File: src/hw/rtl/gdo_pkg.sv
`default_nettype none
package gdo_pkg;

    localparam int OFFSET_WIDTH = 16;
    localparam int YEAR_WIDTH   = 16;

    // signed running day count: holds day + offset and day - offset
    localparam int DAY_W = OFFSET_WIDTH + 2;

    localparam int S_FIELDS_W = 2 + 5 + 4 + YEAR_WIDTH + OFFSET_WIDTH;
    localparam int S_DATA_W   = ((S_FIELDS_W + 7) / 8) * 8;
    localparam int M_FIELDS_W = 5 + 4 + YEAR_WIDTH + 9 + 2;
    localparam int M_DATA_W   = ((M_FIELDS_W + 7) / 8) * 8;

    // input field offsets inside s_tdata
    localparam int S_CMD_LSB   = 0;
    localparam int S_DAY_LSB   = 2;
    localparam int S_MONTH_LSB = 7;
    localparam int S_YEAR_LSB  = 11;
    localparam int S_OFF_LSB   = S_YEAR_LSB + YEAR_WIDTH;

    typedef logic [1:0]              cmd_code_t;
    typedef logic [1:0]              status_t;
    typedef logic [YEAR_WIDTH-1:0]   year_t;
    typedef logic [OFFSET_WIDTH-1:0] offset_t;

    localparam cmd_code_t CMD_ADD   = 2'd0;
    localparam cmd_code_t CMD_SUB   = 2'd1;
    localparam cmd_code_t CMD_CHECK = 2'd2;

    localparam status_t ST_OK       = 2'd0;
    localparam status_t ST_INVALID  = 2'd1;
    localparam status_t ST_BEFORE_1 = 2'd2;
    localparam status_t ST_OVERFLOW = 2'd3;

    localparam logic [3:0] MONTH_JAN = 4'd1;
    localparam logic [3:0] MONTH_FEB = 4'd2;
    localparam logic [3:0] MONTH_DEC = 4'd12;

    localparam logic [4:0] MONTH_LEN [12] = '{
        5'd31, 5'd28, 5'd31, 5'd30, 5'd31, 5'd30,
        5'd31, 5'd31, 5'd30, 5'd31, 5'd30, 5'd31
    };

    localparam logic [8:0] CUM_DAYS [12] = '{
        9'd0,   9'd31,  9'd59,  9'd90,  9'd120, 9'd151,
        9'd181, 9'd212, 9'd243, 9'd273, 9'd304, 9'd334
    };

    // x divisible by 25 iff x * inv(25) mod 2^32 <= (2^32 - 1) / 25
    localparam logic [31:0] INV25   = 32'hC28F5C29;
    localparam logic [31:0] BOUND25 = 32'h0A3D70A3;

    typedef enum logic [3:0] {
        DP_NOP,
        DP_LOAD,
        DP_LEAP,
        DP_APPLY_ADD,
        DP_APPLY_SUB,
        DP_STEP_ADD,
        DP_STEP_SUB,
        DP_SAT_HI,
        DP_SAT_LO,
        DP_INVALID,
        DP_ORD
    } dp_op_t;

    typedef enum logic [2:0] {
        S_IDLE,
        S_LEAP_IN,
        S_CHECK,
        S_STEP,
        S_LEAP_STEP,
        S_LEAP_ORD,
        S_ORD,
        S_FINISH
    } ctrl_state_t;

    typedef struct packed {
        dp_op_t op;
        logic   out_load;
    } dp_cmd_t;

    typedef struct packed {
        logic date_ok;
        logic is_add;
        logic is_sub;
        logic add_fits;
        logic sub_fits;
        logic at_dec;
        logic at_jan;
        logic year_max;
        logic year_min;
    } dp_stat_t;

    // gregorian leap rule: 4 | y and (25 does not divide y or 16 | y)
    function automatic logic is_leap(input year_t y);
        logic [31:0] prod;
        logic        div25;
        prod  = 32'(y) * INV25;
        div25 = (prod <= BOUND25);
        return (y[1:0] == 2'd0) && (!div25 || (y[3:0] == 4'd0));
    endfunction

    function automatic logic [4:0] days_in(input logic [3:0] m, input logic leap);
        logic [3:0] idx;
        idx = m - 4'd1;
        if (m == MONTH_FEB && leap) begin
            return 5'd29;
        end else if (m >= MONTH_JAN && m <= MONTH_DEC) begin
            return MONTH_LEN[idx];
        end else begin
            return 5'd0;
        end
    endfunction

    function automatic logic [8:0] days_before(input logic [3:0] m, input logic leap);
        logic [3:0] idx;
        logic [8:0] base;
        idx  = m - 4'd1;
        base = (m >= MONTH_JAN && m <= MONTH_DEC) ? CUM_DAYS[idx] : 9'd0;
        return base + 9'((leap && m > MONTH_FEB) ? 1 : 0);
    endfunction

endpackage
`default_nettype wire

File: src/hw/rtl/gdo_dp.sv
`default_nettype none
module gdo_dp
    import gdo_pkg::*;
(
    input  wire logic                aclk,
    input  wire logic [S_DATA_W-1:0] s_tdata,
    input  wire dp_cmd_t             cmd,
    output dp_stat_t                 stat,
    output logic      [M_DATA_W-1:0] m_tdata
);

    cmd_code_t               cmd_reg,   cmd_next;
    logic signed [DAY_W-1:0] day_reg,   day_next;
    logic [3:0]              month_reg, month_next;
    year_t                   year_reg,  year_next;
    offset_t                 off_reg,   off_next;
    logic                    leap_reg,  leap_next;
    logic [8:0]              doy_reg,   doy_next;
    status_t                 status_reg, status_next;
    logic [M_DATA_W-1:0]     out_reg,   out_next;

    logic [4:0]              dim_cur;
    logic [3:0]              month_prev;
    logic [4:0]              dim_prev;
    logic signed [DAY_W-1:0] off_ext;

    assign dim_cur    = days_in(month_reg, leap_reg);
    assign month_prev = (month_reg == MONTH_JAN) ? MONTH_DEC : month_reg - 4'd1;
    assign dim_prev   = days_in(month_prev, leap_reg);
    assign off_ext    = $signed({2'b00, off_reg});

    always_comb begin
        stat.date_ok  = (day_reg[4:0] != 5'd0) && (month_reg >= MONTH_JAN)
                        && (month_reg <= MONTH_DEC) && (year_reg != '0)
                        && (day_reg[4:0] <= dim_cur);
        stat.is_add   = (cmd_reg == CMD_ADD);
        stat.is_sub   = (cmd_reg == CMD_SUB);
        stat.add_fits = (day_reg <= $signed({{(DAY_W-5){1'b0}}, dim_cur}));
        stat.sub_fits = (day_reg > $signed(DAY_W'(0)));
        stat.at_dec   = (month_reg == MONTH_DEC);
        stat.at_jan   = (month_reg == MONTH_JAN);
        stat.year_max = (year_reg == '1);
        stat.year_min = (year_reg <= year_t'(1));
    end

    always_comb begin
        cmd_next    = cmd_reg;
        day_next    = day_reg;
        month_next  = month_reg;
        year_next   = year_reg;
        off_next    = off_reg;
        leap_next   = leap_reg;
        doy_next    = doy_reg;
        status_next = status_reg;
        out_next    = out_reg;
        unique case (cmd.op)
            DP_NOP: begin
            end
            DP_LOAD: begin
                cmd_next    = s_tdata[S_CMD_LSB +: 2];
                day_next    = $signed({{(DAY_W-5){1'b0}}, s_tdata[S_DAY_LSB +: 5]});
                month_next  = s_tdata[S_MONTH_LSB +: 4];
                year_next   = s_tdata[S_YEAR_LSB +: YEAR_WIDTH];
                off_next    = s_tdata[S_OFF_LSB +: OFFSET_WIDTH];
                status_next = ST_OK;
            end
            DP_LEAP: begin
                leap_next = is_leap(year_reg);
            end
            DP_APPLY_ADD: begin
                day_next = day_reg + off_ext;
            end
            DP_APPLY_SUB: begin
                day_next = day_reg - off_ext;
            end
            DP_STEP_ADD: begin
                day_next = day_reg - $signed({{(DAY_W-5){1'b0}}, dim_cur});
                if (month_reg == MONTH_DEC) begin
                    month_next = MONTH_JAN;
                    year_next  = year_reg + year_t'(1);
                end else begin
                    month_next = month_reg + 4'd1;
                end
            end
            DP_STEP_SUB: begin
                // december needs no leap flag, so the stale flag is harmless here
                day_next   = day_reg + $signed({{(DAY_W-5){1'b0}}, dim_prev});
                month_next = month_prev;
                if (month_reg == MONTH_JAN) begin
                    year_next = year_reg - year_t'(1);
                end
            end
            DP_SAT_HI: begin
                day_next    = $signed(DAY_W'(31));
                month_next  = MONTH_DEC;
                year_next   = '1;
                status_next = ST_OVERFLOW;
            end
            DP_SAT_LO: begin
                day_next    = $signed(DAY_W'(1));
                month_next  = MONTH_JAN;
                year_next   = year_t'(1);
                status_next = ST_BEFORE_1;
            end
            DP_INVALID: begin
                day_next    = '0;
                month_next  = '0;
                year_next   = '0;
                doy_next    = '0;
                status_next = ST_INVALID;
            end
            DP_ORD: begin
                doy_next = days_before(month_reg, leap_reg) + 9'(day_reg[4:0]);
            end
            default: begin
            end
        endcase
        if (cmd.out_load) begin
            out_next = M_DATA_W'({status_reg, doy_reg, year_reg, month_reg, day_reg[4:0]});
        end
    end

    always_ff @(posedge aclk) begin
        cmd_reg    <= cmd_next;
        day_reg    <= day_next;
        month_reg  <= month_next;
        year_reg   <= year_next;
        off_reg    <= off_next;
        leap_reg   <= leap_next;
        doy_reg    <= doy_next;
        status_reg <= status_next;
        out_reg    <= out_next;
    end

    assign m_tdata = out_reg;

endmodule
`default_nettype wire

File: src/hw/rtl/gdo_ctrl.sv
`default_nettype none
module gdo_ctrl
    import gdo_pkg::*;
(
    input  wire logic     aclk,
    input  wire logic     aresetn,
    input  wire logic     s_tvalid,
    output logic          s_tready,
    output logic          m_tvalid,
    input  wire logic     m_tready,
    input  wire dp_stat_t stat,
    output dp_cmd_t       cmd
);

    ctrl_state_t state_reg, state_next;
    logic        m_valid_reg, m_valid_next;

    always_ff @(posedge aclk) begin
        if (!aresetn) begin
            state_reg   <= S_IDLE;
            m_valid_reg <= 1'b0;
        end else begin
            state_reg   <= state_next;
            m_valid_reg <= m_valid_next;
        end
    end

    always_comb begin
        state_next   = state_reg;
        cmd.op       = DP_NOP;
        cmd.out_load = 1'b0;
        s_tready     = 1'b0;
        unique case (state_reg)
            S_IDLE: begin
                s_tready = 1'b1;
                if (s_tvalid) begin
                    cmd.op     = DP_LOAD;
                    state_next = S_LEAP_IN;
                end
            end
            S_LEAP_IN: begin
                cmd.op     = DP_LEAP;
                state_next = S_CHECK;
            end
            S_CHECK: begin
                priority if (!stat.date_ok) begin
                    cmd.op     = DP_INVALID;
                    state_next = S_FINISH;
                end else if (stat.is_add) begin
                    cmd.op     = DP_APPLY_ADD;
                    state_next = S_STEP;
                end else if (stat.is_sub) begin
                    cmd.op     = DP_APPLY_SUB;
                    state_next = S_STEP;
                end else begin
                    state_next = S_ORD;
                end
            end
            S_STEP: begin
                // one month per cycle; a year change adds an S_LEAP_STEP to refresh the leap flag
                if (stat.is_add) begin
                    priority if (stat.add_fits) begin
                        state_next = S_ORD;
                    end else if (stat.at_dec && stat.year_max) begin
                        cmd.op     = DP_SAT_HI;
                        state_next = S_LEAP_ORD;
                    end else begin
                        cmd.op     = DP_STEP_ADD;
                        state_next = stat.at_dec ? S_LEAP_STEP : S_STEP;
                    end
                end else begin
                    priority if (stat.sub_fits) begin
                        state_next = S_ORD;
                    end else if (stat.at_jan && stat.year_min) begin
                        cmd.op     = DP_SAT_LO;
                        state_next = S_ORD;
                    end else begin
                        cmd.op     = DP_STEP_SUB;
                        state_next = stat.at_jan ? S_LEAP_STEP : S_STEP;
                    end
                end
            end
            S_LEAP_STEP: begin
                cmd.op     = DP_LEAP;
                state_next = S_STEP;
            end
            S_LEAP_ORD: begin
                cmd.op     = DP_LEAP;
                state_next = S_ORD;
            end
            S_ORD: begin
                cmd.op     = DP_ORD;
                state_next = S_FINISH;
            end
            S_FINISH: begin
                if (!m_valid_reg || m_tready) begin
                    cmd.out_load = 1'b1;
                    state_next   = S_IDLE;
                end
            end
            default: begin
                state_next = S_IDLE;
            end
        endcase
    end

    always_comb begin
        priority if (cmd.out_load) begin
            m_valid_next = 1'b1;
        end else if (m_tready) begin
            m_valid_next = 1'b0;
        end else begin
            m_valid_next = m_valid_reg;
        end
    end

    assign m_tvalid = m_valid_reg;

endmodule
`default_nettype wire

File: src/hw/rtl/gregorian_date_offset.sv
`default_nettype none
// Gregorian date offset: adds a day count to a date, subtracts it, or only checks the date,
// and returns the resulting date, its ordinal day within the year and a status
// (ok, invalid input, before year one, year overflow). An add or subtract item passes through
// S_IDLE, S_LEAP_IN, S_CHECK, S_STEP, S_ORD and S_FINISH (check only skips S_STEP, and an
// invalid date goes from S_CHECK to S_FINISH); S_STEP steps one month at a time, with a pass
// through S_LEAP_STEP at each year boundary crossed. One item is worked at a time; a new
// item is taken as soon as the previous result sits in the output register, and the next
// result waits until that register has been taken.
module gregorian_date_offset
    import gdo_pkg::*;
(
    input  wire logic                aclk,
    input  wire logic                aresetn,
    input  wire logic                s_tvalid,
    output logic                     s_tready,
    // cmd[1:0], in_day[6:2], in_month[10:7], in_year[26:11], offset_days[42:27], zero pad
    input  wire logic [S_DATA_W-1:0] s_tdata,
    output logic                     m_tvalid,
    input  wire logic                m_tready,
    // out_day[4:0], out_month[8:5], out_year[24:9], day_of_year[33:25], status[35:34], zero pad
    output logic      [M_DATA_W-1:0] m_tdata
);

    dp_cmd_t  dp_cmd;
    dp_stat_t dp_stat;

    gdo_ctrl u_ctrl (
        .aclk     (aclk),
        .aresetn  (aresetn),
        .s_tvalid (s_tvalid),
        .s_tready (s_tready),
        .m_tvalid (m_tvalid),
        .m_tready (m_tready),
        .stat     (dp_stat),
        .cmd      (dp_cmd)
    );

    gdo_dp u_dp (
        .aclk    (aclk),
        .s_tdata (s_tdata),
        .cmd     (dp_cmd),
        .stat    (dp_stat),
        .m_tdata (m_tdata)
    );

endmodule
`default_nettype wire
File: config.mk
export PLATFORM = sky130hd
export DESIGN_NAME = gregorian_date_offset
export DESIGN_NICKNAME = d
export VERILOG_FILES = /design/src/hw/rtl/gdo_pkg.sv /design/src/hw/rtl/gdo_dp.sv /design/src/hw/rtl/gdo_ctrl.sv /design/src/hw/rtl/gregorian_date_offset.sv
export SDC_FILE = /design/constraint.sdc
export NUM_CORES = 1
export LEC_CHECK = 0
export BUFFER_PORTS_ARGS = -buffer_cell sky130_fd_sc_hd__buf_4
export CORE_MARGIN = 5
export CORE_UTILIZATION = 60
export CTS_CLUSTER_DIAMETER = 120
export DETAILED_ROUTE_END_ITERATION = 10
export PLACE_DENSITY = 0.79
export SYNTH_ARGS = -nofsm -noshare
export SYNTH_HDL_FRONTEND = slang
export SYNTH_HIERARCHICAL = 1
export SYNTH_SLANG_ARGS = --single-unit
File: constraint.sdc
create_clock -name aclk -period 8.8 [get_ports aclk]
set_input_delay 0.88 -clock aclk [delete_from_list [all_inputs] [get_ports aclk]]
set_output_delay 0.88 -clock aclk [all_outputs]
set_load 0.03 [all_outputs]
# Word level (Yosys, flattened, before mapping)

Memory sizes are Yosys's and may differ from the RTL's.
Index checks and enable logic that the tools add are counted.

ROM bits: 304
Bits of input ports: 52
Register bits: 108
Memories: 3
Word-level logic and storage cells: 146
Memory bits (writable): 0
Latch bits: 0

Add/sub/neg operators: 11
Equal/unequal tests: 27
Div/mod/pow operators: 0
Reduce and logical (&&, ||, !) cells: 30
$lt $le $gt $ge: 12
Shift-type cells: 0
Multiply operators: 1
Bitwise gates (word level): 2
Multiplexer cells: 49

Memory list:

| memory          | words | width | read ports | clocked after Yosys merged registers in | wr ports | RTL line       | RTL |
|---|---|---|---|---|---|---|---|
| (no name shown) | 16    | 9     | 1          | 0                                       | 0        | gdo_pkg.sv:121 | `base = (m >= MONTH_JAN && m <= MONTH_DEC) ? CUM_DAYS[idx] : 9'd0;` |
| (no name shown) | 16    | 5     | 1          | 0                                       | 0        | gdo_pkg.sv:111 | `return MONTH_LEN[idx];` |
| (no name shown) | 16    | 5     | 1          | 0                                       | 0        | gdo_pkg.sv:111 |  |

Operator list:

| kind                                                                                | number |
|---|---|
| 18-bit one-hot mux with 8 select lines                                              | 1 |
| 16-bit one-hot mux with 6 select lines                                              | 1 |
| 5-bit 2-to-1 mux                                                                    | 8 |
| 3-bit 2-to-1 mux                                                                    | 13 |
| 32-bit by 28-bit less-or-equal comparator with 1-bit output (second input constant) | 1 |
| 16-bit by 32-bit multiplier with 32-bit output (second input constant)              | 1 |
| 16-bit 2-to-1 mux                                                                   | 2 |
| 4-bit 2-to-1 mux                                                                    | 8 |
| 9-bit 2-to-1 mux                                                                    | 3 |
| 3-bit one-hot mux with 8 select lines                                               | 1 |
| 4-bit one-hot mux with 6 select lines                                               | 1 |
| 4-bit one-hot mux with 5 select lines                                               | 1 |
| 18-bit by 17-bit adder with 18-bit output                                           | 1 |
| 18-bit by 6-bit adder with 18-bit output                                            | 1 |
| 18-bit by 1-bit greater-than comparator with 1-bit output (second input constant)   | 1 |
| 18-bit by 6-bit less-or-equal comparator with 1-bit output                          | 1 |
| 9-bit one-hot mux with 2 select lines                                               | 1 |
| 18-bit by 17-bit subtractor with 18-bit output                                      | 1 |
| 18-bit by 6-bit subtractor with 18-bit output                                       | 1 |
| 16-bit by 1-bit adder with 16-bit output (second input constant)                    | 1 |
| 16-bit == test (second input constant)                                              | 1 |
| 4-bit by 2-bit == test with 1-bit output (second input constant)                    | 4 |
| 4-bit by 3-bit == test with 1-bit output (second input constant)                    | 4 |
| 4-bit == test (second input constant)                                               | 4 |
| 37 further kinds                                                                    | 70 |

# Longest topological paths before layout

Gate-level depths: netlist of the first run.

Word-level depth: 14
Depth in mapped cells: 41
Gate-level depth less buffers: 37

# Modules after synthesis

Netlist of the first run, hierarchy kept.

By module, submodules not included:

| module   | area an instance (um2) | times used | cells an instance |
|---|---|---|---|
| gdo_dp   | 12782.3                | 1          | 1340 |
| gdo_ctrl | 401.6                  | 1          | 62 |

# Worst setup path before layout of the first run

OpenSTA, ideal clock, no wires.

Path kind: reg-to-reg
Start: register u_dp.month_reg[2]
End: register u_dp.day_reg[17] (data pin)
Setup time: 272 ps
Period minus slack after synthesis: 7412 ps
Data arrival time: 7140 ps
Path buffers: 6
Slack: 1388 ps
Cell stages (with the launch flop): 40
Path through: edfxtp_1 -> clkbuf_1 -> inv_1 -> ha_1 -> a21boi_1 -> xor2_1 -> buf_2 -> nor3_1 -> a211oi_1 -> o21bai_1 -> ha_1 -> inv_1 -> fa_1 -> a21o_1 -> a21oi_1 -> nor2b_1 -> nor2b_1 -> o21ai_0 -> (+4 left out) -> nor3b_1 -> clkbuf_1 -> nor2b_1 -> clkbuf_1 -> nand2_1 -> clkbuf_1 -> buf_1 -> nand2_1 -> mux2i_1 -> ha_1 -> and2_1 -> a31o_2 -> a41o_1 -> o211a_1 -> a41oi_2 -> mux2i_1 -> a2111oi_0 -> a21oi_1

RTL lines:

| what                   | RTL line      | RTL |
|---|---|---|
| start, declared        | gdo_dp.sv:14  | `logic [3:0] month_reg, month_next;` |
| start signal, assigned | gdo_dp.sv:126 | `month_reg <= month_next;` |
| end signal, assigned   | gdo_dp.sv:125 | `day_reg <= day_next;` |
| end, declared          | gdo_dp.sv:13  | `logic signed [DAY_W-1:0] day_reg, day_next;` |

==> results of run 1 <==
[metal layers]
layer	vias to the layer above	track usage	wire length, µm
met2	426	0.417	14800
met4	2	0.0690	742
met5	-	0	13
met1	5145	0.400	15100
met3	59	0.0626	3000
li1	5040	-	-
[area by class of cell]
type,count,share of cell area
clock buffer,10,0.0158
clock inverter,6,0.00380
inverter,215,0.0557
multi-input combinational,1044,0.624
sequential,108,0.221
tap,280,0.0242
timing repair buffer,108,0.0560
[Yosys cell counts, types with 6 or more instances]
cell type,n,share of area
inv_1,214,0.061
ha_1,184,0.17
nor2_1,113,0.032
fa_1,111,0.17
edfxtp_1,104,0.24
a21oi_1,99,0.038
nand2_1,81,0.023
xnor2_1,52,0.035
o21ai_0,41,0.016
nor3_1,39,0.015
xor2_1,25,0.017
clkbuf_1,24,0.0068
nand3_1,24,0.0091
a21o_1,21,0.012
a31oi_1,17,0.0081
nand2b_1,17,0.0081
nor2b_1,14,0.0066
o22ai_1,13,0.0062
nor4_1,11,0.0052
and3_1,10,0.0047
o211ai_1,10,0.0057
o31ai_1,10,0.0057
a21boi_0,9,0.0051
or2_2,9,0.0043
a221oi_1,8,0.0053
and2_1,8,0.0038
o22a_1,8,0.0053
mux2i_1,7,0.0053
o221ai_1,7,0.0047
a211o_1,6,0.0040
o32ai_1,6,0.0040
or3_1,6,0.0028
[path summary, 6_finish.rpt]
check,startpoint,to,cells past startpoint,slack (ns)
max reg2reg,u_dp/month_reg[1]$_DFFE_PP_,u_dp/day_reg[17]$_DFFE_PP_,38,0.66
max,u_dp/month_reg[1]$_DFFE_PP_,u_dp/day_reg[17]$_DFFE_PP_,38,0.66
min reg2reg,u_dp/doy_reg[7]$_SDFFCE_PN0P_,u_dp/m_tdata[32]$_DFFE_PP_,0,0.42
min,u_dp/doy_reg[7]$_SDFFCE_PN0P_,u_dp/m_tdata[32]$_DFFE_PP_,0,0.42
[timing repair]
| item | in CTS | in global routing |
|---|---|---|
| gates resized for setup | 0 | 1 |
| hold buffers | 0 | 0 |
| setup buffers | 0 | 3 |
| endpoints found under the setup margin | 0 | 3 |
[kinds of logic (layout without fill, tap and decap cells)]
| logic type | Yosys count | count (layout) | share of synthesized area |
|---|---|---|---|
| adders and majority gates | 295 | 295 | 0.343 |
| muxes | 7 | 7 | 0.00531 |
| buffers and inverters | 253 | 339 | 0.0744 |
| xor gates and xnor gates | 78 | 78 | 0.0524 |
| DFF | 108 | 108 | 0.243 |
| AOI/OAI and AO/OA | 307 | 307 | 0.154 |
| and+or+nand+nor | 353 | 353 | 0.127 |
| other | 1 | 4 | 0.000284 |
[cell usage in the layout, fill, tap and decap left out, types with 5 or more instances in the layout]
| master | synthesis | final |
|---|---|---|
| edfxtp_1 | 104 | 104 |
| xor2_1 | 25 | 25 |
| o31ai_1 | 10 | 10 |
| o211ai_1 | 10 | 10 |
| a31oi_1 | 17 | 17 |
| nor2b_1 | 14 | 14 |
| a221oi_1 | 8 | 8 |
| and3_1 | 10 | 10 |
| clkbuf_16 | 0 | 9 |
| xnor2_1 | 52 | 52 |
| o21a_1 | 5 | 5 |
| a21boi_0 | 9 | 9 |
| a211o_1 | 6 | 6 |
| o21ai_0 | 41 | 41 |
| a21oi_1 | 99 | 99 |
| or3_1 | 6 | 6 |
| nor3_1 | 39 | 38 |
| inv_1 | 214 | 214 |
| nand3_1 | 24 | 24 |
| nand2_1 | 81 | 81 |
| or2_2 | 9 | 9 |
| nand2b_1 | 17 | 17 |
| fa_1 | 111 | 111 |
| o22ai_1 | 13 | 13 |
| nor2_1 | 113 | 112 |
| and2_1 | 8 | 8 |
| o221ai_1 | 7 | 7 |
| mux2i_1 | 7 | 7 |
| o32ai_1 | 6 | 6 |
| nand4_1 | 5 | 5 |
| buf_4 | 5 | 108 |
| o22a_1 | 8 | 8 |
| a21o_1 | 21 | 21 |
| nor4_1 | 11 | 11 |
| ha_1 | 184 | 184 |
[worst max-delay path, delay by kind of cell (launching register included)]
kind,cells,cell delay [ns]
multiplexers,1,0.12
AND/OR/NAND/NOR,10,1.74
flip-flops,1,0.47
adder cells (fa/ha/maj),4,1.09
AO/OA/AOI/OAI,18,3.71
buffers and inverters,4,0.64
XOR/XNOR,1,0.13
[metrics by stage]
stage | setup WS, ns | cell area [µm²] | util
2_1_floorplan | 1.39 | 13200 | -
3_3_place_gp | 0.963 | 14200 | 0.652
3_5_place_dp | 0.612 | 14200 | 0.652
4_1_cts | 0.574 | 14500 | 0.665
5_1_grt | -0.0250 | 14500 | 0.666
6_report | 0.664 | 14500 | 0.666
==> results.yml, run 1 <==
floorplan:
  rows: 54
  core_mm2: 0.0218
  initial_core_util: 0.606
  die_width_um: 158
  fp.dieH_um: 158
  die-area_mm2: 0.0250
  pin_count: 94
finish:
  antenna_cells: 0
  final_layout_size_suffix_gt1_frac: 0.0966
  multi_input_area_mm2: 0.00903
  regArea_mm2: 0.00320
  syn_to_final_growth_pct: 9.91
  largest_reg_flops: 36
  fin_nets: 1833
  fin_cells: 1771
  nFillCells: 1782
timing:
  period_minus_slack_ns: 8.14
  relSlewSlack: 0.207
  period_share: 0.925
  whs_ns: 0.420
  final-max-slew-violation-count: 0
  fin_setup_tns_ns: 0
  finalHoldViolations: 0
  finClkSkew_ns: 0.00968
  fmax_mhz: 123
  setup_viol: 0
  worstMarginPinSlew_ns: 1.19
detailed_routing:
  first_pass_iters: 5
  drtIter0Drc: 938
  wl_um: 33700
  wl_per_cell_um: 19.0
  drc: 0
  vias: 10700
  antenna_left: 0
  viasPerCell: 6.03
critical_path:
  critPathMaxFanout: 11
  cp_slowest_cell: "edfxtp_1"
  critical_path.endpoint_type: "flip-flop"
  worst-endpoint-arrival_ns: 8.22
  start_kind: "flip-flop"
  slowest_delay_ns: 0.47
  timing.setup.critical_path_class: "reg -> reg"
  timing.critical_path.mode_cell: "a21oi_1"
  required_ns: 8.89
outcome:
  status: "completed"
clock_tree:
  root_buffer: "clkbuf_16"
  cts_tree: "yes"
  htree_levels: 3
  cts_max_path_buffers: 2
  numCtsBuffers: 9
  clk_latency_ns: 0.35
  clk_pin_slew_ns: 0.08
  cts.sinks: 108
placed_design:
  gp_congestion: 0.959
  dp_cells: 1752
  dp_hpwl_um: 27500
  port_buffers: 84
global_route:
  grt_pass1_vias: 10500
  antenna_found_initial: 1
  grt_max_degree: 37
  grt-ovfl-total: 0
  grt_first_pass_wirelength_um: 53700
  grt_usage: 0.274
synthesis:
  netlist_area_mm2: 0.0132
  synthDistinctLibCells: 75
  async_flop_share: 0
  ys_seq_elements: 108
  synth_flop_cell: "edfxtp_1"
  syn_area_per_cell_um2: 9.40
  yosysSeqAreaShare: 0.243
  synth-edff-count: 104
  synth_cells: 1402
  synth.yosys.warnings: 6
flow_run:
  cap_violations: 0
hold_path:
  hp-class: "reg -> reg"
Power of run 1 is not shown: default switching activity piles up to over one toggle a cycle in this logic, so the estimate is an artifact.
==> run 2: changes to the inputs <==
--- a/config.mk
+++ b/config.mk
@@ -5,12 +5,12 @@
 export SDC_FILE = /design/constraint.sdc
 export NUM_CORES = 1
 export LEC_CHECK = 0
-export BUFFER_PORTS_ARGS = -buffer_cell sky130_fd_sc_hd__buf_4
 export CORE_MARGIN = 5
 export CORE_UTILIZATION = 60
 export CTS_CLUSTER_DIAMETER = 120
 export DETAILED_ROUTE_END_ITERATION = 10
-export PLACE_DENSITY = 0.79
+export DONT_BUFFER_PORTS = 1
+export PLACE_DENSITY = 0.76
 export SYNTH_ARGS = -nofsm -noshare
 export SYNTH_HDL_FRONTEND = slang
 export SYNTH_HIERARCHICAL = 1
==> constraint.sdc (replaced) <==
create_clock -name aclk -period 7.7 [get_ports aclk]
set_input_delay 0.77 -clock aclk [delete_from_list [all_inputs] [get_ports aclk]]
set_output_delay 0.77 -clock aclk [all_outputs]
set_load 0.03 [all_outputs]
==> run 2 against run 1 <==
Against the previous run: sequential share of layout area rose by 0.81 points; utilization fell by 2.4 points; design area fell by 3.5%; die area did not move; count of clock-buffer cells in the layout did not move; final cell count fell by 4.4%; setup slack got worse by 0.25 ns; critical endpoint unchanged; flip-flop and latch count did not move; via count fell by 3.1%; non-clock buffer count fell by 78; critical path depth fell by 8; maximum frequency rose by 12%.
==> results.yml, run 2 (synthesis gave the netlist of run 1 again) <==
clock_tree:
  cts.sinks: 108
  root_buffer: "clkbuf_16"
  cts_tree: "yes"
  htree_levels: 3
  cts_max_path_buffers: 2
  clk_latency_ns: 0.36
  numCtsBuffers: 9
  clk_pin_slew_ns: 0.07
  cts_hold_buffers: 0
critical_path:
  timing.critical_path.mode_cell: "a21oi_1"
  start_kind: "flip-flop"
  critical_path.endpoint_type: "flip-flop"
  cp_slowest_cell: "edfxtp_1"
  worst-endpoint-arrival_ns: 7.38
  slowest_delay_ns: 0.39
  reg2reg_slack_ns: 0.41
  critPathMaxFanout: 21
  required_ns: 7.79
  timing.setup.critical_path_class: "reg -> reg"
timing:
  period_minus_slack_ns: 7.29
  fin_setup_tns_ns: 0
  period_share: 0.947
  finalHoldViolations: 0
  final-max-slew-violation-count: 0
  finClkSkew_ns: 0.0150
  rsz0062_at_grt: "false"
  relSlewSlack: 0.313
  worstMarginPinSlew_ns: 1.03
  fmax_mhz: 137
  setup_viol: 0
finish:
  final_layout_size_suffix_gt1_frac: 0.0566
  syn_to_final_growth_pct: 6.02
  largest_reg_flops: 36
  postLayoutCellArea_mm2: 0.0140
  layout_common_cells: "inv_1 (214), ha_1 (184), fa_1 (111)"
  final_util: 0.642
  nFillCells: 1782
  final_common_cell: "inv_1"
  fin_nets: 1755
  antenna_cells: 0
floorplan:
  pin_count: 94
  rows: 54
  die_width_um: 158
  die-area_mm2: 0.0250
  fp.dieH_um: 158
  initial_core_util: 0.606
  core_mm2: 0.0218
global_route:
  grt_usage: 0.262
  grt_max_degree: 37
  grt_first_pass_wirelength_um: 51500
  grt_pass1_vias: 9826
  antenna_found_initial: 2
  grt-ovfl-total: 0
outcome:
  status: "completed"
detailed_routing:
  first_pass_iters: 5
  vias: 10300
  viasPerCell: 6.11
  wl_um: 32400
  drtIter0Drc: 849
  antenna_left: 0
  drc: 0
  wl_per_cell_um: 19.1
placed_design:
  dp_hpwl_um: 26200
  dpl_cell_area_mm2: 0.0136
  gp_congestion: 0.986
  port_buffers: 0
hold_path:
  hp-class: "reg -> reg"
flow_run:
  cap_violations: 0
[run 2: final timing paths]
| check | start | endpoint | depth (start not counted) |
|---|---|---|---|
| setup / recovery | u_dp/month_reg[1]$_DFFE_PP_ | u_dp/day_reg[17]$_DFFE_PP_ | 30 |
| hold / removal | u_dp/doy_reg[0]$_SDFFCE_PN0P_ | u_dp/m_tdata[25]$_DFFE_PP_ | 0 |
| setup reg to reg | u_dp/month_reg[1]$_DFFE_PP_ | u_dp/day_reg[17]$_DFFE_PP_ | 30 |
| hold reg to reg | u_dp/doy_reg[0]$_SDFFCE_PN0P_ | u_dp/m_tdata[25]$_DFFE_PP_ | 0 |
[run 2: routing by layer]
metal	part of all wire	vias up	wire length (µm)	GRT usage
met2	0.45	451	14600	0.410
li1	-	4874	-	-
met4	0.013	4	415	0.0435
met3	0.092	36	2970	0.0558
met1	0.44	4978	14400	0.384
met5	0.00083	-	27	0
[run 2: timing repair]
item / CTS / global route
resized for setup: 2 / 18
buffers inserted: 0 / 3
endpoints found under the setup margin: 2 / 8
[run 2: through the flow]
step                      std cells  setup slack (ns)  hold slack, ns
final                          1693             0.411           0.418
after CTS                      1690            0.0394           0.422
after global routing           1693            0.0130           0.427
after floorplan                1405             0.288           0.400
after detailed placement       1674           -0.0416           0.405
after global placement         1674             0.254           0.403
[run 2: worst max-delay path, delay by kind of cell, from the launching register on]
family / cells / cell delay [ns]
buf+inv: 2 / 0.38
xor+xnor: 1 / 0.31
flops: 1 / 0.39
fa+ha+maj: 3 / 0.80
mux: 2 / 0.37
simple gates: 8 / 1.55
compound gates: 14 / 3.22
[run 2: final cells by class]
| cell class | count | area (µm²) | area share |
|---|---|---|---|
| clock buffers | 10 | 229 | 0.0164 |
| clock inverters | 6 | 60.1 | 0.00430 |
| inverters | 215 | 807 | 0.0577 |
| multi-input cells | 1044 | 9100 | 0.651 |
| flip-flops and latches | 108 | 3200 | 0.229 |
| well taps | 280 | 350 | 0.0251 |
| repair buffers | 30 | 225 | 0.0161 |
Power of run 2 is left out for the same reason.
